$ cat src/hw/rtl/report_framer_crc32_unit_defines.svh
// Assertion macros shared by the report framer RTL.
// Needs signals named clock and reset in the module that uses them.
`ifndef REPORT_FRAMER_CRC32_UNIT_DEFINES_SVH
`define REPORT_FRAMER_CRC32_UNIT_DEFINES_SVH
`ifndef SYNTHESIS
// Check that expr holds at every clock edge outside reset
`define RFC_ASSERT(label, expr) \
   label: assert property (@(posedge clock) disable iff (reset) (expr)) \
      else $error("rfc: assertion failed");
// Check that cons holds in the cycle after ante
`define RFC_ASSERT_NEXT(label, ante, cons) \
   label: assert property (@(posedge clock) disable iff (reset) (ante) |=> (cons)) \
      else $error("rfc: assertion failed");
`else
`define RFC_ASSERT(label, expr)
`define RFC_ASSERT_NEXT(label, ante, cons)
`endif
`endif

$ cat src/hw/rtl/rfc_pkg.sv
// Package for the report framer: frame geometry, CRC-32 constants and step,
// register indexes and the types passed between front, queue and back.
package rfc_pkg;

   localparam int PAYLOAD_LEN  = 47;
   localparam int FRAME_LEN    = 78;
   localparam int DATA_LEN     = FRAME_LEN - 4;
   localparam int PAYLOAD_ROOM = DATA_LEN - 3;
   localparam int PAD_LEN      = (DATA_LEN - 3 - PAYLOAD_LEN > 0) ?
                                 (DATA_LEN - 3 - PAYLOAD_LEN) : 0;
   localparam int PAD_LAST     = (PAD_LEN > 0) ? (PAD_LEN - 1) : 0;

   localparam int BYTE_W    = 8;
   localparam int POS_W     = 7;
   localparam int CNT_W     = 7;
   localparam int SEQ_W     = 4;
   localparam int CRC_W     = 32;
   localparam int CSR_IDX_W = 2;

   localparam int QUEUE_DEPTH = 4;
   localparam int QPTR_W      = $clog2(QUEUE_DEPTH);
   localparam int QCNT_W      = QPTR_W + 1;

   localparam logic [CRC_W-1:0] CRC_POLY = 32'hEDB88320;
   localparam logic [CRC_W-1:0] CRC_INIT = 32'hFFFFFFFF;

   typedef enum logic [CSR_IDX_W-1:0] {
      CSR_REPORT_ID  = 2'd0,
      CSR_HEADER_TAG = 2'd1,
      CSR_CRC_SEED   = 2'd2
   } csr_index_type;

   typedef enum logic [2:0] {
      PH_IDLE,
      PH_HEADER,
      PH_PAYLOAD,
      PH_PAD,
      PH_TRAILER
   } phase_type;

   // One classified input transaction
   typedef struct packed {
      logic [BYTE_W-1:0] data;
      logic              first;
      logic              emit;
      logic              last;
      logic [BYTE_W-1:0] report_id;
      logic [BYTE_W-1:0] header_tag;
      logic [SEQ_W-1:0]  seq;
      logic [CRC_W-1:0]  crc_start;
   } item_type;

   typedef struct packed {
      logic full;
      logic empty;
   } queue_status_type;

   // Reflected CRC-32 over one byte, LSB first
   function automatic logic [CRC_W-1:0] crc_byte(input logic [CRC_W-1:0] crc,
                                                 input logic [BYTE_W-1:0] data);
      logic [CRC_W-1:0] c;
      c = crc ^ {{(CRC_W-BYTE_W){1'b0}}, data};
      for (int i = 0; i < BYTE_W; i++) begin
         c = c[0] ? ((c >> 1) ^ CRC_POLY) : (c >> 1);
      end
      return c;
   endfunction

endpackage

$ cat src/hw/rtl/rfc_front.sv
// Front of the report framer: configuration registers, payload position and
// sequence count; classifies each input transaction. Depends on rfc_pkg.
module rfc_front (
   input  logic                             clock,
   input  logic                             reset,
   input  logic                             csr_write_en,
   input  logic [rfc_pkg::CSR_IDX_W-1:0]    csr_index,
   input  logic [rfc_pkg::BYTE_W-1:0]       csr_data,
   input  logic                             req_valid,
   input  logic [rfc_pkg::BYTE_W-1:0]       req_payload_byte,
   output logic                             req_stall,
   input  rfc_pkg::queue_status_type        q_status,
   output logic                             push,
   output rfc_pkg::item_type                push_item
);
   import rfc_pkg::*;

   logic [BYTE_W-1:0] report_id_ff, report_id_in;
   logic [BYTE_W-1:0] header_tag_ff, header_tag_in;
   logic [BYTE_W-1:0] crc_seed_ff, crc_seed_in;
   logic [POS_W-1:0]  pos_ff, pos_in;
   logic [SEQ_W-1:0]  seq_ff, seq_in;

   logic             accept;
   logic             first;
   logic             emit;
   logic             last;
   logic [POS_W-1:0] pos_next;

   // Register writes
   always_comb begin
      report_id_in  = report_id_ff;
      header_tag_in = header_tag_ff;
      crc_seed_in   = crc_seed_ff;
      if (csr_write_en) begin
         case (csr_index)
            CSR_REPORT_ID:  report_id_in  = csr_data;
            CSR_HEADER_TAG: header_tag_in = csr_data;
            CSR_CRC_SEED:   crc_seed_in   = csr_data;
            default:        ;
         endcase
      end
   end

   // Classify the transaction by its place in the frame
   assign req_stall = q_status.full;
   assign accept    = req_valid && !q_status.full;
   assign first     = (pos_ff == '0);
   assign emit      = (pos_ff < POS_W'(PAYLOAD_ROOM));
   assign pos_next  = pos_ff + 1'b1;
   assign last      = (pos_next >= POS_W'(PAYLOAD_LEN));

   assign pos_in = accept ? (last ? '0 : pos_next) : pos_ff;
   assign seq_in = (accept && first) ? seq_ff + 1'b1 : seq_ff;

   // Drop transactions that produce no frame byte
   assign push = accept && (first || emit || last);

   always_comb begin
      push_item            = '0;
      push_item.data       = req_payload_byte;
      push_item.first      = first;
      push_item.emit       = emit;
      push_item.last       = last;
      push_item.report_id  = report_id_ff;
      push_item.header_tag = header_tag_ff;
      push_item.seq        = seq_ff;
      push_item.crc_start  = crc_byte(CRC_INIT, crc_seed_ff);
   end

   always_ff @(posedge clock) begin
      if (reset) begin
         report_id_ff  <= 8'd49;
         header_tag_ff <= 8'd16;
         crc_seed_ff   <= 8'd162;
         pos_ff        <= '0;
         seq_ff        <= '0;
      end else begin
         report_id_ff  <= report_id_in;
         header_tag_ff <= header_tag_in;
         crc_seed_ff   <= crc_seed_in;
         pos_ff        <= pos_in;
         seq_ff        <= seq_in;
      end
   end

endmodule

$ cat src/hw/rtl/rfc_queue.sv
// Short register queue between the framer front and back.
// Depends on rfc_pkg and the assertion macro header.
`include "report_framer_crc32_unit_defines.svh"
module rfc_queue (
   input  logic                       clock,
   input  logic                       reset,
   input  logic                       push,
   input  rfc_pkg::item_type          push_item,
   input  logic                       pop,
   output rfc_pkg::item_type          head_item,
   output rfc_pkg::queue_status_type  q_status
);
   import rfc_pkg::*;

   item_type          mem_ff [QUEUE_DEPTH];
   logic [QPTR_W-1:0] wr_ptr_ff, wr_ptr_in;
   logic [QPTR_W-1:0] rd_ptr_ff, rd_ptr_in;
   logic [QCNT_W-1:0] count_ff, count_in;

   assign q_status.full  = (count_ff == QCNT_W'(QUEUE_DEPTH));
   assign q_status.empty = (count_ff == '0);
   assign head_item      = mem_ff[rd_ptr_ff];

   // Advance pointers and occupancy
   assign wr_ptr_in = push ? wr_ptr_ff + 1'b1 : wr_ptr_ff;
   assign rd_ptr_in = pop ? rd_ptr_ff + 1'b1 : rd_ptr_ff;
   assign count_in  = count_ff + QCNT_W'(push) - QCNT_W'(pop);

   always_ff @(posedge clock) begin
      if (push) begin
         mem_ff[wr_ptr_ff] <= push_item;
      end
   end

   always_ff @(posedge clock) begin
      if (reset) begin
         wr_ptr_ff <= '0;
         rd_ptr_ff <= '0;
         count_ff  <= '0;
      end else begin
         wr_ptr_ff <= wr_ptr_in;
         rd_ptr_ff <= rd_ptr_in;
         count_ff  <= count_in;
      end
   end

   `RFC_ASSERT(a_q_count_bound, count_ff <= QCNT_W'(QUEUE_DEPTH))
   `RFC_ASSERT(a_q_no_overflow, !push || !q_status.full)
   `RFC_ASSERT(a_q_no_underflow, !pop || !q_status.empty)

endmodule

$ cat src/hw/rtl/rfc_back.sv
// Back of the report framer: walks header, payload, padding and CRC trailer one
// byte per cycle into the output register unless rsp stalls. Depends on rfc_pkg and macros.
`include "report_framer_crc32_unit_defines.svh"
module rfc_back (
   input  logic                        clock,
   input  logic                        reset,
   input  logic                        head_valid,
   input  rfc_pkg::item_type           head_item,
   output logic                        pop,
   output logic                        rsp_valid,
   input  logic                        rsp_stall,
   output logic [rfc_pkg::BYTE_W-1:0]  rsp_frame_byte,
   output logic                        rsp_run_end,
   output logic                        rsp_frame_end
);
   import rfc_pkg::*;

   localparam phase_type TAIL_PHASE = (PAD_LEN > 0) ? PH_PAD : PH_TRAILER;

   phase_type         phase_ff, phase_in;
   logic [CNT_W-1:0]  cnt_ff, cnt_in;
   logic [CRC_W-1:0]  crc_ff, crc_in;
   logic              rsp_valid_ff, rsp_valid_in;
   logic [BYTE_W-1:0] rsp_frame_byte_ff;
   logic              rsp_run_end_ff;
   logic              rsp_frame_end_ff;

   logic              advance;
   logic              work;
   phase_type         start_phase;
   phase_type         cur_phase;
   logic [CNT_W-1:0]  cur_cnt;
   phase_type         nxt_phase;
   logic [CNT_W-1:0]  nxt_cnt;
   logic              done;
   logic [BYTE_W-1:0] out_byte;
   logic              out_frame_end;
   logic              feed_crc;
   logic [CRC_W-1:0]  crc_base;
   logic [CRC_W-1:0]  crc_inv;

   // Output register frees when empty or taken
   assign advance = !rsp_valid_ff || !rsp_stall;
   assign work    = head_valid && advance;
   assign pop     = work && done;

   // First phase of a fresh transaction
   always_comb begin
      if (head_item.first) begin
         start_phase = PH_HEADER;
      end else if (head_item.emit) begin
         start_phase = PH_PAYLOAD;
      end else if (head_item.last) begin
         start_phase = TAIL_PHASE;
      end else begin
         start_phase = PH_IDLE;
      end
   end

   assign cur_phase = (phase_ff == PH_IDLE) ? start_phase : phase_ff;
   assign cur_cnt   = (phase_ff == PH_IDLE) ? '0 : cnt_ff;

   // Next state
   always_comb begin
      nxt_phase = PH_IDLE;
      nxt_cnt   = '0;
      done      = 1'b0;
      case (cur_phase)
         PH_HEADER: begin
            if (cur_cnt == CNT_W'(2)) begin
               if (head_item.emit) begin
                  nxt_phase = PH_PAYLOAD;
               end else if (head_item.last) begin
                  nxt_phase = TAIL_PHASE;
               end else begin
                  done = 1'b1;
               end
            end else begin
               nxt_phase = PH_HEADER;
               nxt_cnt   = cur_cnt + 1'b1;
            end
         end
         PH_PAYLOAD: begin
            if (head_item.last) begin
               nxt_phase = TAIL_PHASE;
            end else begin
               done = 1'b1;
            end
         end
         PH_PAD: begin
            if (cur_cnt == CNT_W'(PAD_LAST)) begin
               nxt_phase = PH_TRAILER;
            end else begin
               nxt_phase = PH_PAD;
               nxt_cnt   = cur_cnt + 1'b1;
            end
         end
         PH_TRAILER: begin
            if (cur_cnt == CNT_W'(3)) begin
               done = 1'b1;
            end else begin
               nxt_phase = PH_TRAILER;
               nxt_cnt   = cur_cnt + 1'b1;
            end
         end
         default: done = 1'b1;
      endcase
   end

   // Outputs: frame byte and CRC feed
   assign crc_inv = ~crc_ff;
   always_comb begin
      out_byte      = '0;
      out_frame_end = 1'b0;
      feed_crc      = 1'b0;
      case (cur_phase)
         PH_HEADER: begin
            feed_crc = 1'b1;
            case (cur_cnt)
               CNT_W'(0): out_byte = head_item.report_id;
               CNT_W'(1): out_byte = {head_item.seq, {(BYTE_W-SEQ_W){1'b0}}};
               default:   out_byte = head_item.header_tag;
            endcase
         end
         PH_PAYLOAD: begin
            feed_crc = 1'b1;
            out_byte = head_item.data;
         end
         PH_PAD: begin
            feed_crc = 1'b1;
            out_byte = '0;
         end
         PH_TRAILER: begin
            case (cur_cnt[1:0])
               2'd0:    out_byte = crc_inv[7:0];
               2'd1:    out_byte = crc_inv[15:8];
               2'd2:    out_byte = crc_inv[23:16];
               default: out_byte = crc_inv[31:24];
            endcase
            out_frame_end = (cur_cnt == CNT_W'(3));
         end
         default: ;
      endcase
   end

   // Frame CRC starts from the seeded preset on the first header byte
   assign crc_base = (cur_phase == PH_HEADER && cur_cnt == '0) ?
                     head_item.crc_start : crc_ff;

   always_comb begin
      phase_in     = phase_ff;
      cnt_in       = cnt_ff;
      crc_in       = crc_ff;
      rsp_valid_in = rsp_valid_ff;
      if (advance) begin
         rsp_valid_in = work;
      end
      if (work) begin
         phase_in = done ? PH_IDLE : nxt_phase;
         cnt_in   = done ? '0 : nxt_cnt;
         if (feed_crc) begin
            crc_in = crc_byte(crc_base, out_byte);
         end else if (out_frame_end) begin
            crc_in = CRC_INIT;
         end
      end
   end

   // Load the output register
   always_ff @(posedge clock) begin
      if (work) begin
         rsp_frame_byte_ff <= out_byte;
         rsp_run_end_ff    <= done;
         rsp_frame_end_ff  <= out_frame_end;
      end
   end

   always_ff @(posedge clock) begin
      if (reset) begin
         phase_ff     <= PH_IDLE;
         cnt_ff       <= '0;
         crc_ff       <= CRC_INIT;
         rsp_valid_ff <= 1'b0;
      end else begin
         phase_ff     <= phase_in;
         cnt_ff       <= cnt_in;
         crc_ff       <= crc_in;
         rsp_valid_ff <= rsp_valid_in;
      end
   end

   assign rsp_valid      = rsp_valid_ff;
   assign rsp_frame_byte = rsp_frame_byte_ff;
   assign rsp_run_end    = rsp_run_end_ff;
   assign rsp_frame_end  = rsp_frame_end_ff;

   `RFC_ASSERT(a_frame_end_ends_run, !rsp_valid_ff || !rsp_frame_end_ff || rsp_run_end_ff)
   `RFC_ASSERT(a_busy_has_head, (phase_ff == PH_IDLE) || head_valid)
   `RFC_ASSERT_NEXT(a_crc_rearm, work && out_frame_end, crc_ff == CRC_INIT)

endmodule

$ cat src/hw/rtl/report_framer_crc32_unit.sv
// Top level of the report framer with CRC-32 trailer.
// Depends on rfc_pkg, rfc_front, rfc_queue and rfc_back.
//
//   channel  direction  handshake          payload
//   req      in         req_valid/stall    req_payload_byte
//   rsp      out        rsp_valid/stall    rsp_frame_byte, rsp_run_end, rsp_frame_end
//   csr      in         csr_write_en       csr_index, csr_data
//
// The back end sends one frame byte per cycle while rsp is not stalled: a transaction
// gives 1 frame byte for a plain payload byte, 4 for the first of a frame and
// 1+PAD_LEN+4 for the last (3+1+PAD_LEN+4 when the frame has a single payload byte);
// the CRC step is likewise one byte per cycle. The front takes one transaction per
// cycle while the 4-entry queue has room. Reset is synchronous and needs no clearing pass.
// A stalled rsp holds its byte; req stalls only while the queue is full.
module report_framer_crc32_unit (
   input  logic                           clock,
   input  logic                           reset,
   input  logic                           csr_write_en,
   input  logic [rfc_pkg::CSR_IDX_W-1:0]  csr_index,
   input  logic [rfc_pkg::BYTE_W-1:0]     csr_data,
   input  logic                           req_valid,
   output logic                           req_stall,
   input  logic [rfc_pkg::BYTE_W-1:0]     req_payload_byte,
   output logic                           rsp_valid,
   input  logic                           rsp_stall,
   output logic [rfc_pkg::BYTE_W-1:0]     rsp_frame_byte,
   output logic                           rsp_run_end,
   output logic                           rsp_frame_end
);
   import rfc_pkg::*;

   queue_status_type q_status;
   logic             push;
   item_type         push_item;
   logic             pop;
   item_type         head_item;

   rfc_front u_front (
      .clock            (clock),
      .reset            (reset),
      .csr_write_en     (csr_write_en),
      .csr_index        (csr_index),
      .csr_data         (csr_data),
      .req_valid        (req_valid),
      .req_payload_byte (req_payload_byte),
      .req_stall        (req_stall),
      .q_status         (q_status),
      .push             (push),
      .push_item        (push_item)
   );

   rfc_queue u_queue (
      .clock     (clock),
      .reset     (reset),
      .push      (push),
      .push_item (push_item),
      .pop       (pop),
      .head_item (head_item),
      .q_status  (q_status)
   );

   rfc_back u_back (
      .clock          (clock),
      .reset          (reset),
      .head_valid     (!q_status.empty),
      .head_item      (head_item),
      .pop            (pop),
      .rsp_valid      (rsp_valid),
      .rsp_stall      (rsp_stall),
      .rsp_frame_byte (rsp_frame_byte),
      .rsp_run_end    (rsp_run_end),
      .rsp_frame_end  (rsp_frame_end)
   );

endmodule

$ cat config.mk
export PLATFORM = sky130hd
export DESIGN_NAME = report_framer_crc32_unit
export DESIGN_NICKNAME = d
export VERILOG_FILES = /design/src/hw/rtl/rfc_pkg.sv /design/src/hw/rtl/rfc_front.sv /design/src/hw/rtl/rfc_queue.sv /design/src/hw/rtl/rfc_back.sv /design/src/hw/rtl/report_framer_crc32_unit.sv
export VERILOG_INCLUDE_DIRS = /design/src /design/src/hw/rtl
export SDC_FILE = /design/constraint.sdc
export NUM_CORES = 1
export LEC_CHECK = 0
export BUFFER_PORTS_ARGS = -buffer_cell sky130_fd_sc_hd__buf_4
export CORE_MARGIN = 2
export CORE_UTILIZATION = 70
export CTS_BUF_LIST = sky130_fd_sc_hd__clkbuf_8
export CTS_CLUSTER_DIAMETER = 150
export CTS_CLUSTER_SIZE = 40
export DETAILED_ROUTE_END_ITERATION = 6
export GPL_ROUTABILITY_DRIVEN = 0
export PLACE_DENSITY = 0.92
export SYNTH_ARGS = -nofsm -noshare
export SYNTH_HDL_FRONTEND = slang
export SYNTH_SLANG_ARGS = --single-unit
export TNS_END_PERCENT = 50
$ cat constraint.sdc
create_clock -name clock -period 5.7 [get_ports clock]
set_input_delay 1.14 -clock clock [delete_from_list [all_inputs] [get_ports clock]]
set_output_delay 1.14 -clock clock [all_outputs]
set_load 0.01 [all_outputs]
==> summary.txt, run 1 <==
STA
  • Slew Limit Fails: 0
  • Crit share post-route: 79.66%
  • Rel. slew slack: around 24%
  • Fmax: 220.2 MHz
  • Post-layout minimum cycle time: 4.541 ns
  • Hold slack: between 0.4 and 0.5 ns
  • RSZ-0062 raised after global routing: false
  • Slew at the pin closest to its max-slew limit: 1.134 ns
  • Hold Vio Cnt, Final: 0
  • Final setup violation count: 0
  • Worst Skew: 0.06261 ns
  • Setup ws final: between 1 and 1.5 ns
  • Setup_tns: 0 ns

Placement
  • Place WS: roughly 1.3 ns
  • Port bufs: 34
  • Post-DP HPWL: 21,840 µm

Logic synthesis
  • Simple-gate portion of the synthesized area: 7.243%
  • Sequential element share of the synthesized area: 61.99%
  • Netlist Area Pre-Place: 15,110 µm²
  • Adder-cell share of the synthesized area: 1.291%
  • Cells after synthesis: 1,015
  • Number of enable flip-flop cells after synthesis: 254
  • Main combinational cell family by area after synthesis: multiplexers
  • Post-synthesis compound-gate area fraction: 6.763%
  • Asr flop ratio synth: 0%
  • Net Count, Synth: 1,053
  • Area share of the largest cell type after synthesis: around half
  • Mux contribution to synthesized area: 12.03%
  • Top-count cell post-synth: edfxtp_1
  • Synth cell count leaders: 254 x edfxtp_1, 87 x dfxtp_1, 74 x nor2_1
  • Syn Area/Cell: about 15 µm²
  • Synth warnings: 0
  • Post-synth top area cell: edfxtp_1
  • Most used DFF post-synth: edfxtp_1
  • Synth area leaders: edfxtp_1 50%, dfxtp_1 12%, mux4_2 8.6%
  • Synth Register Bits: 341
  • Unique masters post-synth: 75
  • XOR/XNOR Fraction of Synth Area: 8.543%

Clock network
  • CTS resizes: 0
  • Hold_buf cts: 0
  • CTS tree: built
  • Worst-skew pair later-pin latency: 0.59 ns
  • Post-CTS setup buffer count: 0
  • Longest Clk Path Bufs: 3
  • Inserted Clock Buffers: 12
  • Htree depth: 1
  • Clock transition at the registers of the reported paths: 0.23 ns
  • Clock Sinks: 341
  • CTS Root Cell: clkbuf_8

Worst setup path
  • FF-to-FF path depth: 11
  • CP Launch Type: flip-flop
  • CP required: 6.15 ns
  • Largest stage delay, worst path: 0.61 ns
  • Crit path cell chain: or3_1 -> nand2_1 -> ha_1 -> o2111ai_4 -> buf_4 -> mux2i_1 -> xnor2_2 -> xnor2_4 -> xnor3_1 -> xor2_1 -> a21oi_1
  • Crit path max fanout: 23
  • WS Path Type: flip-flop to flip-flop
  • Slowest CP cell: ha_1
  • CP endpoint kind: flip-flop
  • Worst endpoint data arrival time: between 4 and 5 ns

Final layout
  • Final Core Density: 74.97%
  • Share of cells above drive strength 1: 15.63%
  • Layout net count: approximately 1,100
  • P&R area growth vs syn: 4.603%
  • Fill cell count: between 1,000 and 1,500
  • ANT cells: 0

Routing
  • Initial DRC Count: between 900 and 1,000
  • Post-Route WL: 31,490 µm
  • Routed Antenna Nets: 0
  • Vias per inst: roughly 6.6
  • Post-detailed-route DRC marker count: 0
  • DR WL/cell: 24.13 µm
  • Via count: 8,549
  • TritonRoute pass-1 iters: 5

GRT
  • GR Util met2: 46.73%
  • First-pass GRT wire length: 48,310 µm
  • Antenna violations before repair: 0
  • Met1 Use GR: 41.68%
  • Largest net degree at the start of global routing: 77
  • Grt ovf: 0
  • Gr usage total: 28.30%
  • Vias in the first global route: a little over 8,000
  • Met3 usage: 3.434%
  • Gr busiest metal: met2

Run
  • Max Cap Violations: 0

Die
  • Rows: 53
  • Die area: 22,780 µm²
  • Die H: about 150 µm
  • Core area: 21,090 µm²
  • Die X: about 150 µm
  • Initial Utilization: 71.67%
  • Ports: 35

Hold path
  • Worst hold-check path type: flip-flop to flip-flop
  • Hold path depth: 2

Outcome
  • Status: complete, no violations
-- critical path, delay by kind of cell (launching register included) --
kind,cells,cell delay [ns]
simple gates,2,0.77
buf+inv,1,0.40
xor+xnor,4,1.32
fa+ha+maj,1,0.61
flops,1,0.47
mux,1,0.28
compound gates,2,0.54
-- routing by layer --
| metal | vias up | wire [µm] |
|---|---|---|
| li1 | 3773 | - |
| met1 | 4267 | 12640 |
| met2 | 446 | 15450 |
| met3 | 63 | 2689 |
| met4 | 0 | 711 |
| met5 | - | 0 |
-- path summary, 6_finish.rpt --
check                                         from           endpoint  slack [ns]
worst min register to register    u_back.rsp_valid   u_back.rsp_valid        0.49
worst max register to register  u_back.phase_ff[2]  u_back.crc_ff[20]        1.16
worst min-delay path              u_back.rsp_valid   u_back.rsp_valid        0.49
worst max-delay path            u_back.phase_ff[2]  u_back.crc_ff[20]        1.16
-- cell usage in the layout (no fill, tap or decap), types with 29 or more instances in the layout --
cell      count
dfxtp_1      85
edfxtp_1    254
nand2_1      32
xor2_1       34
a21oi_1      47
nor2b_1      29
buf_4        46
xnor2_1      66
nor2_1       74
mux2i_1      50
mux4_2       58
inv_1        30
-- kinds of logic after synthesis --
kind of cell | count (synthesis)
flops | 341
simple gates | 214
compound gates | 141
xor+xnor | 119
mux | 109
buf+inv | 76
fa+ha+maj | 15
-- flip-flops by register name, summed over array words and instances (netlist names), named ones only --
register and count:
u_back.cnt_ff 7, u_back.crc_ff 32, u_back.phase_ff 3, u_back.rsp_frame_byte 8, u_back.rsp_frame_end 1, u_back.rsp_run_end 1, u_back.rsp_valid 1, u_front.crc_seed_ff 8
u_front.header_tag_ff 8, u_front.pos_ff 7, u_front.report_id_ff 8, u_front.seq_ff 4, u_queue.count_ff 3, u_queue.mem_ff 244, u_queue.rd_ptr_ff 2, u_queue.wr_ptr_ff 2
-- per-stage QoR --
step                instances  area (µm²)
floorplan                1015       15110
global placement         1285       15590
detailed placement       1285       15590
CTS                      1305       15810
global route             1305       15810
finish                   1305       15810
-- cell type report --
class	instances	area, µm²	share of cell area [%]
timing repair buffer	46	345.3	2.184
inverter	25	93.84	0.5935
clock buffer	13	178.9	1.132
sequential	341	9374	59.29
tap	275	344.1	2.176
multi-input combinational	598	5431	34.35
clock inverter	7	42.54	0.2691
Power of run 1 is left out: the tool's default activity adds up to more than one toggle a clock period on the data nets, which glitch-free logic cannot reach.
==> run 2: changes to the inputs <==
--- a/config.mk
+++ b/config.mk
@@ -6,15 +6,16 @@
 export SDC_FILE = /design/constraint.sdc
 export NUM_CORES = 1
 export LEC_CHECK = 0
+export ABC_AREA = 1
 export BUFFER_PORTS_ARGS = -buffer_cell sky130_fd_sc_hd__buf_4
 export CORE_MARGIN = 2
-export CORE_UTILIZATION = 70
+export CORE_UTILIZATION = 59
 export CTS_BUF_LIST = sky130_fd_sc_hd__clkbuf_8
 export CTS_CLUSTER_DIAMETER = 150
 export CTS_CLUSTER_SIZE = 40
 export DETAILED_ROUTE_END_ITERATION = 6
 export GPL_ROUTABILITY_DRIVEN = 0
-export PLACE_DENSITY = 0.92
+export PLACE_DENSITY = 0.83
 export SYNTH_ARGS = -nofsm -noshare
 export SYNTH_HDL_FRONTEND = slang
 export SYNTH_SLANG_ARGS = --single-unit
==> constraint.sdc (replaced) <==
create_clock -name clock -period 4.1 [get_ports clock]
set_input_delay 0.82 -clock clock [delete_from_list [all_inputs] [get_ports clock]]
set_output_delay 0.82 -clock clock [all_outputs]
set_load 0.01 [all_outputs]
==> run 2 against run 1 <==
Effect of this change: cell area grew 5.6%; via count up 43%; non-clock buffer count increased by 11; critical endpoint is now u_queue.count_ff[2]; core utilization is 12 points lower; synthesized area up 5.2%; worst hold slack got worse by 0.079 ns; wire length rose by 19%; global-route usage is 1.9 points lower.
==> summary.txt, run 2 <==
Logic synthesis
  • Asr flop ratio synth: 0% (unchanged)
  • Area share of the largest cell type after synthesis: 47.97% (-2.5 points)
  • Unique masters post-synth: 48 (-36%)
  • Cells after synthesis: 1,691 (+67%)
  • Synth warnings: 0 (unchanged)
  • Sequential element share of the synthesized area: 58.92% (-3.1 points)
  • Synth cell count leaders: 453 x nand2_1, 254 x edfxtp_1, 158 x nor2_1
  • Syn Area/Cell: 9.403 µm² (-37%)
  • Synth Register Bits: 341 (unchanged)
  • Post-synth top area cell: edfxtp_1
  • Top-count cell post-synth: nand2_1
  • Synth area leaders: edfxtp_1 48%, dfxtp_1 11%, nand2_1 11%
  • Netlist Area Pre-Place: 15,900 µm² (+5.2%)
  • Net Count, Synth: 1,729 (+64%)
  • Most used DFF post-synth: edfxtp_1
  • Number of enable flip-flop cells after synthesis: 254 (unchanged)

Worst setup path
  • CP endpoint kind: flip-flop
  • Worst endpoint data arrival time: 4.28 ns (-0.71 ns)
  • CP required: 4.65 ns (-1.50 ns)
  • CP Launch Type: flip-flop
  • WS Path Type: flip-flop to flip-flop
  • Reg2reg start: u_back.phase_ff[0]
  • FF-to-FF End: u_queue.count_ff[2]
  • FF-to-FF path depth: 18 (+7)
  • R2r setup slk: 0.38 ns (-0.78 ns)
  • Crit path max fanout: 11 (-52%)

Clock network
  • Post-CTS setup buffer count: 0 (unchanged)
  • Clock transition at the registers of the reported paths: 0.23 ns (about the same)
  • Longest Clk Path Bufs: 3 (unchanged)
  • Hold_buf cts: 0 (unchanged)
  • CTS tree: built
  • Worst-skew pair later-pin latency: 0.60 ns (about the same)
  • CTS resizes: 0 (unchanged)
  • Htree depth: 1 (unchanged)
  • Inserted Clock Buffers: 12 (unchanged)
  • CTS Root Cell: clkbuf_8
  • Clock Sinks: 341 (unchanged)

Final layout
  • Register area: 9374 µm² (unchanged)
  • Layout net count: 1,727 (+63%)
  • Multi-input gate area: 5776 µm² (+6.3%)
  • Finished Layout Cells: 2,036 (+56%)
  • Share of cells above drive strength 1: 7.729% (-7.9 points)
  • Leading cell type in the layout, fill and taps excluded: nand2_1
  • Final Core Density: 62.49% (-12 points)
  • P&R area growth vs syn: 5.029%
  • Largest reg by FF count: u_queue.mem_ff
  • ANT cells: 0 (unchanged)
  • Most frequent cells in the layout: 453 x nand2_1, 254 x edfxtp_1, 154 x nor2_1
  • Fill cell count: 2,131 (+74%)
  • Largest regs: u_queue.mem_ff (244), u_back.crc_ff (32)
  • Largest register FFs: 244 (unchanged)

Die
  • Rows: 60 (+13%)
  • Die H: 168.2 µm (+11%)
  • Initial Utilization: 59.49% (-12 points)
  • Ports: 35 (unchanged)
  • Die area: 28,280 µm² (+24%)
  • Die X: 168.2 µm (+11%)
  • Core area: 26,730 µm² (+27%)

Hold path
  • Worst hold start: req_payload_byte[7]
  • Hold path depth: 1 (-1)
  • Worst hold-check path type: input port to flip-flop
  • WHS Endpoint: u_queue.mem_ff[0][62]

STA
  • Crit share post-route: 90.84% (+11 points)
  • Setup ws final: 0.3755 ns (-0.7840 ns)
  • Hold Vio Cnt, Final: 0 (unchanged)
  • Fmax: 268.5 MHz (+22%)
  • Slew at the pin closest to its max-slew limit: 1.099 ns (-0.03533 ns)
  • Slew Limit Fails: 0 (unchanged)
  • Post-layout minimum cycle time: 3.724 ns (-0.8160 ns)
  • Rel. slew slack: 26.49% (+2.4 points)
  • RSZ-0062 raised after global routing: false
  • Setup_tns: 0 ns (unchanged)
  • Final setup violation count: 0 (unchanged)
  • Worst Skew: 0.03592 ns (-0.02669 ns)

Routing
  • Vias per inst: 6.004 (-8.4%)
  • Via count: 12,220 (+43%)
  • TritonRoute pass-1 iters: 6 (+1)
  • Routed Antenna Nets: 0 (unchanged)
  • DR WL/cell: 18.37 µm (-24%)
  • Initial DRC Count: 1,640 (+65%)
  • Post-Route WL: 37,410 µm (+19%)
  • Post-detailed-route DRC marker count: 0 (unchanged)

Placement
  • Port bufs: 34 (unchanged)
  • Post-placement cell count: 2,016 (+57%)
  • Post-DP HPWL: 25,200 µm (+15%)
  • Place WS: 0.3470 ns (-0.9955 ns)

GRT
  • Gr usage total: 26.37% (-1.9 points)
  • Largest net degree at the start of global routing: 83 (+7.8%)
  • Antenna violations before repair: 1 (+1)
  • Grt ovf: 0 (unchanged)
  • First-pass GRT wire length: 59,080 µm (+22%)
  • Vias in the first global route: 11,200 (+35%)

Run
  • Max Cap Violations: 0 (unchanged)

Outcome
  • Status: complete, no violations
==> run 2: cell types whose count changed after synthesis, moves of 46 or more <==
| cell | before | now |
|---|---|---|
| nand2_1 | 32 | 453 |
| nor2_1 | 74 | 158 |
| xnor2_1 | 66 | 18 |
| inv_1 | 24 | 107 |
| nand3_1 | 9 | 78 |
| mux4_2 | 58 | 0 |
| a21oi_1 | 47 | 93 |
| o21ai_0 | 17 | 122 |
==> run 2: cells by family (layout without fill, tap and decap cells) <==
group	Yosys count	in the layout	synth area share, %
AOI/OAI and AO/OA	328	328	11.67
muxes	8	8	0.5036
buffers and inverters	189	193	5.028
DFF	341	341	58.92
xor gates and xnor gates	51	51	2.856
and+or+nand+nor	759	759	19.79
adders and majority gates	15	15	1.228
==> run 2: worst max path at each step <==
stage | cells after the start | from | end
final | 18 | u_back.phase_ff[0] | u_queue.count_ff[2]
after floorplan | 9 | u_front.pos_ff[0] | u_queue.mem_ff[0][10]
after global routing | 21 | u_back.phase_ff[2] | u_back.crc_ff[14]
after detailed placement | 21 | u_back.phase_ff[1] | u_back.crc_ff[20]
after global placement | 21 | u_back.phase_ff[1] | u_back.crc_ff[20]
after CTS | 21 | u_back.phase_ff[2] | u_back.crc_ff[20]
==> run 2: area by class of cell <==
type	count	area share, %
multi-input combinational	1161	34.58
clock buffer	12	0.9890
timing repair buffer	57	2.787
tap	341	2.555
sequential	341	56.13
inverter	116	2.645
clock inverter	8	0.3072
==> run 2: metrics by stage <==
| stage | instance area, µm² | hold slack [ns] |
|---|---|---|
| floorplan | 15900 | 0.4370 |
| CTS | 16690 | 0.3964 |
| detailed placement | 16480 | 0.4572 |
| global placement | 16480 | 0.4414 |
| global route | 16700 | 0.3872 |
| finish | 16700 | 0.4081 |
==> run 2: metal layers <==
layer	share of wire, %	up-vias	GRT usage [%]
li1	-	5736	-
met1	42	5769	38.13
met2	45	618	41.68
met3	9.2	99	3.362
met4	3.7	2	9.183
met5	0.035	-	0
==> run 2: critical path, stage by stage (launching register included) <==
cell and delay, ns:
dfxtp_1 0.46, inv_1 0.08, nand2_1 0.28, inv_1 0.11
nor2_1 0.21, ha_1 0.21, inv_1 0.16, nor4_1 0.74
a41oi_1 0.09, nand2_1 0.13, nand2_1 0.05, inv_1 0.12
ha_1 0.14, inv_1 0.04, ha_1 0.18, fa_1 0.39
inv_1 0.07, o21ai_0 0.08, a21oi_1 0.14
Power of run 2 is left out for the same reason.
==> run 3: changes to the inputs <==
--- a/config.mk
+++ b/config.mk
@@ -8,7 +8,7 @@
 export LEC_CHECK = 0
 export ABC_AREA = 1
 export BUFFER_PORTS_ARGS = -buffer_cell sky130_fd_sc_hd__buf_4
-export CORE_MARGIN = 2
+export CORE_MARGIN = 4
 export CORE_UTILIZATION = 59
 export CTS_BUF_LIST = sky130_fd_sc_hd__clkbuf_8
 export CTS_CLUSTER_DIAMETER = 150
@@ -18,5 +18,6 @@
 export PLACE_DENSITY = 0.83
 export SYNTH_ARGS = -nofsm -noshare
 export SYNTH_HDL_FRONTEND = slang
+export SYNTH_HIERARCHICAL = 1
 export SYNTH_SLANG_ARGS = --single-unit
 export TNS_END_PERCENT = 50
==> run 3 against run 2 <==
Effect of this change: the run now ends with design-rule violations left; synthesized area increased by 10%; worst hold slack improved by 0.019 ns; core utilization decreased by 0.38 points; global-route usage decreased by 3.9 points; cell area increased by 7.9%; final cell count increased by 8.1%; via count increased by 1.7%; count of clock-buffer cells in the layout increased by 1; die area increased by 15%; critical path depth increased by 3; sequential share of layout area decreased by 2.8 points; non-clock buffer count decreased by 9; critical path type unchanged; critical endpoint is now u_back/crc_ff[7]; largest cell class unchanged.
==> summary.txt, run 3 <==
Final layout
  • Leading cell type in the layout, fill and taps excluded: nand2_1
  • Largest register FFs: 252 (+3.3%)
  • Fill cell count: 2,324 (+9.1%)
  • Final Core Density: 62.11% (-0.38 points)
  • Largest regs: u_queue/mem_ff (252), u_back/crc_ff (32)
  • Register area: 9617 µm² (+2.6%)
  • P&R area growth vs syn: 2.805%
  • Layout net count: 1,849 (+7.1%)
  • Largest reg by FF count: u_queue/mem_ff
  • Most frequent cells in the layout: 458 x nand2_1, 262 x edfxtp_1, 261 x inv_1
  • Share of cells above drive strength 1: 11.39% (+3.7 points)
  • ANT cells: 0 (unchanged)
  • Finished Layout Cells: 2,201 (+8.1%)
  • Multi-input gate area: 6240 µm² (+8.0%)

Routing
  • Routed Antenna Nets: 0 (unchanged)
  • TritonRoute pass-1 iters: 7 (+1)
  • Post-Route WL: 37,760 µm (+0.92%)
  • Initial DRC Count: 1,532 (-6.6%)
  • Via count: 12,430 (+1.7%)
  • Vias per inst: 5.647 (-5.9%)
  • Post-detailed-route DRC marker count: 2 (+2)
  • DR WL/cell: 17.15 µm (-6.6%)

Clock network
  • CTS Root Cell: clkbuf_8
  • Worst-skew pair later-pin latency: 0.60 ns (about the same)
  • Inserted Clock Buffers: 12 (unchanged)
  • Clock Sinks: 349 (+2.3%)
  • CTS tree: built
  • Htree depth: 1 (unchanged)
  • Longest Clk Path Bufs: 3 (unchanged)
  • Clock transition at the registers of the reported paths: 0.24 ns (about the same)

Worst setup path
  • CP Launch Type: flip-flop
  • CP required: 4.60 ns (-0.05 ns)
  • WS Path Type: flip-flop to flip-flop
  • Slowest CP cell: ha_1
  • Largest stage delay, worst path: 0.44 ns (-0.30 ns)
  • Crit path max fanout: 37 (+26)
  • Top Family by Delay on Critical Path: simple AND/OR/NAND/NOR gates
  • Worst endpoint data arrival time: 4.27 ns (about the same)
  • CP endpoint kind: flip-flop
  • CP bufs+invs: 3 (-3)
  • Crit path top cell by count: nand2_1
  • Crit path cell chain: nor2_2 -> nand2_4 -> inv_1 -> nor2_1 -> inv_1 -> ha_1 -> nand2_2 -> nor2_8 -> nand2_4 -> nand2_1 -> nand2_2 -> inv_1 -> nand2_1 -> nand2_2 -> nand3_2 -> nand2_4 -> nand2_1 -> nand2_1 -> nor2_1 -> o21ai_1 -> nand2_1

Logic synthesis
  • Area share of the largest cell type after synthesis: 44.89% (-3.1 points)
  • Net Count, Synth: 1,879 (+8.7%)
  • Synth cell count leaders: 458 x nand2_1, 262 x edfxtp_1, 259 x inv_1
  • Unique masters post-synth: 51 (+6.3%)
  • Number of enable flip-flop cells after synthesis: 262 (+3.1%)
  • Post-synth top area cell: edfxtp_1
  • Asr flop ratio synth: 0% (unchanged)
  • Syn Area/Cell: 9.521 µm² (+1.3%)
  • Synth warnings: 6 (+6)
  • Netlist Area Pre-Place: 17,530 µm² (+10%)
  • Synth Register Bits: 349 (+2.3%)
  • Cells after synthesis: 1,841 (+8.9%)
  • Sequential element share of the synthesized area: 54.82% (-4.1 points)
  • Most used DFF post-synth: edfxtp_1
  • Synth area leaders: edfxtp_1 45%, dfxtp_1 9.9%, nand2_1 9.8%
  • Top-count cell post-synth: nand2_1

STA
  • Rel. slew slack: 37.03% (+11 points)
  • Hold slack: 0.4271 ns (+0.01902 ns)
  • Setup_tns: 0 ns (unchanged)
  • Slew Limit Fails: 0 (unchanged)
  • Fmax: 265.1 MHz (-1.3%)
  • Worst Skew: 0.03872 ns (+0.002791 ns)
  • Slew at the pin closest to its max-slew limit: 0.9446 ns (-0.1543 ns)
  • Post-layout minimum cycle time: 3.772 ns (+0.04741 ns)
  • Setup ws final: 0.3281 ns (-0.04741 ns)
  • Hold Vio Cnt, Final: 0 (unchanged)
  • Final setup violation count: 0 (unchanged)
  • RSZ-0062 raised after global routing: false
  • Crit share post-route: 92.00% (+1.2 points)

GRT
  • Largest net degree at the start of global routing: 209 (+150%)
  • Grt ovf: 0 (unchanged)
  • Gr usage total: 22.44% (-3.9 points)
  • Vias in the first global route: 11,390 (+1.8%)
  • Antenna violations before repair: 1 (unchanged)
  • First-pass GRT wire length: 59,450 µm (+0.62%)

Die
  • Core area: 29,010 µm² (+8.6%)
  • Die H: 180.4 µm (+7.3%)
  • Initial Utilization: 60.41% (+0.92 points)
  • Rows: 62 (+3.3%)
  • Die X: 180.4 µm (+7.3%)
  • Ports: 35 (unchanged)
  • Die area: 32,530 µm² (+15%)

Placement
  • Post-placement cell count: 2,180 (+8.1%)
  • Place WS: 0.4526 ns (+0.1057 ns)
  • Post-DP HPWL: 26,020 µm (+3.3%)
  • Port bufs: 34 (unchanged)

Hold path
  • Worst hold-check path type: input port to flip-flop

Power and ir drop
  • PD cells: a little over 800 nW/µm²
  • Max IR drop VDD: about 0.55 mV
  • Leakage: about 7.3 nW

Run
  • Max Cap Violations: 0 (unchanged)

Outcome
  • Failing checks: design-rule violations
  • Status: finished with violations
run 3: changes by cell type after synthesis, sizes merged, moves of 8 or more:
cell	previous run	this run
a21oi	93	129
a22oi	11	0
a32o	8	0
buf	37	73
clkbuf	36	19
edfxtp	254	262
inv	112	266
nand2	479	491
nand3	81	113
nor2	164	62
o211ai	16	72
o21ai	150	139
o22ai	30	1
run 3: power by group:
group	internal (W)	leakage (nW)	switching, W
combinational	0.00271	4.09	0.00621
sequential	0.00443	3.12	0.000268
clock	0.000307	0.132	0.000945
total	0.00744	7.35	0.00742
run 3: cell type report:
cell class / count / area share [%]
Inverter: 269 / 5.617
Multi-Input combinational cell: 1131 / 34.63
Clock buffer: 13 / 0.9929
Tap cell: 384 / 2.666
Timing Repair Buffer: 48 / 2.514
Sequential cell: 349 / 53.37
Clock inverter: 7 / 0.2152
run 3: cells by family (layout without fill, tap and decap cells):
| logic type | after synthesis | count (layout) | synth area share, % |
|---|---|---|---|
| muxes | 8 | 8 | 0.4640 |
| adders and majority gates | 15 | 15 | 1.114 |
| AOI/OAI and AO/OA | 354 | 354 | 13.32 |
| buffers and inverters | 361 | 337 | 9.615 |
| DFF | 349 | 349 | 54.82 |
| and+or+nand+nor | 695 | 695 | 17.44 |
| xor gates and xnor gates | 59 | 59 | 3.226 |
run 3: what timing repair did:
action	CTS	global route
gates resized for setup	0	1
endpoints found under the setup margin	0	4
buffers inserted	0	1
hold buffers	0	0
run 3: final timing paths:
check / start / slack, ns / endpoint / depth (start not counted)
setup / recovery: u_back/phase_ff[0] / 0.33 / u_back/crc_ff[7] / 21
hold / removal: req_payload_byte[7] / 0.43 / u_queue/mem_ff[0][62] / 1
setup reg to reg: u_back/phase_ff[0] / 0.33 / u_back/crc_ff[7] / 21
hold reg to reg: u_queue/rd_ptr_ff[1] / 0.47 / flip-flop / 2
run 3: routing by layer:
metal	part of all wire [%]	vias up	GRT usage, %
met5	0.037	-	0
li1	-	6011	-
met1	41	5817	31.49
met2	47	515	36.65
met4	3.4	2	6.806
met3	8.4	84	3.270
run 3: through the flow:
stage / cell area [µm²] / total power [W]
after floorplan: 17530 / 0.01157
after global placement: 17770 / 0.01313
after detailed placement: 17770 / 0.01342
after CTS: 17990 / 0.01466
after global routing: 18020 / 0.01602
final: 18020 / 0.01487
Note: power is estimated with default switching activity, not from simulation.
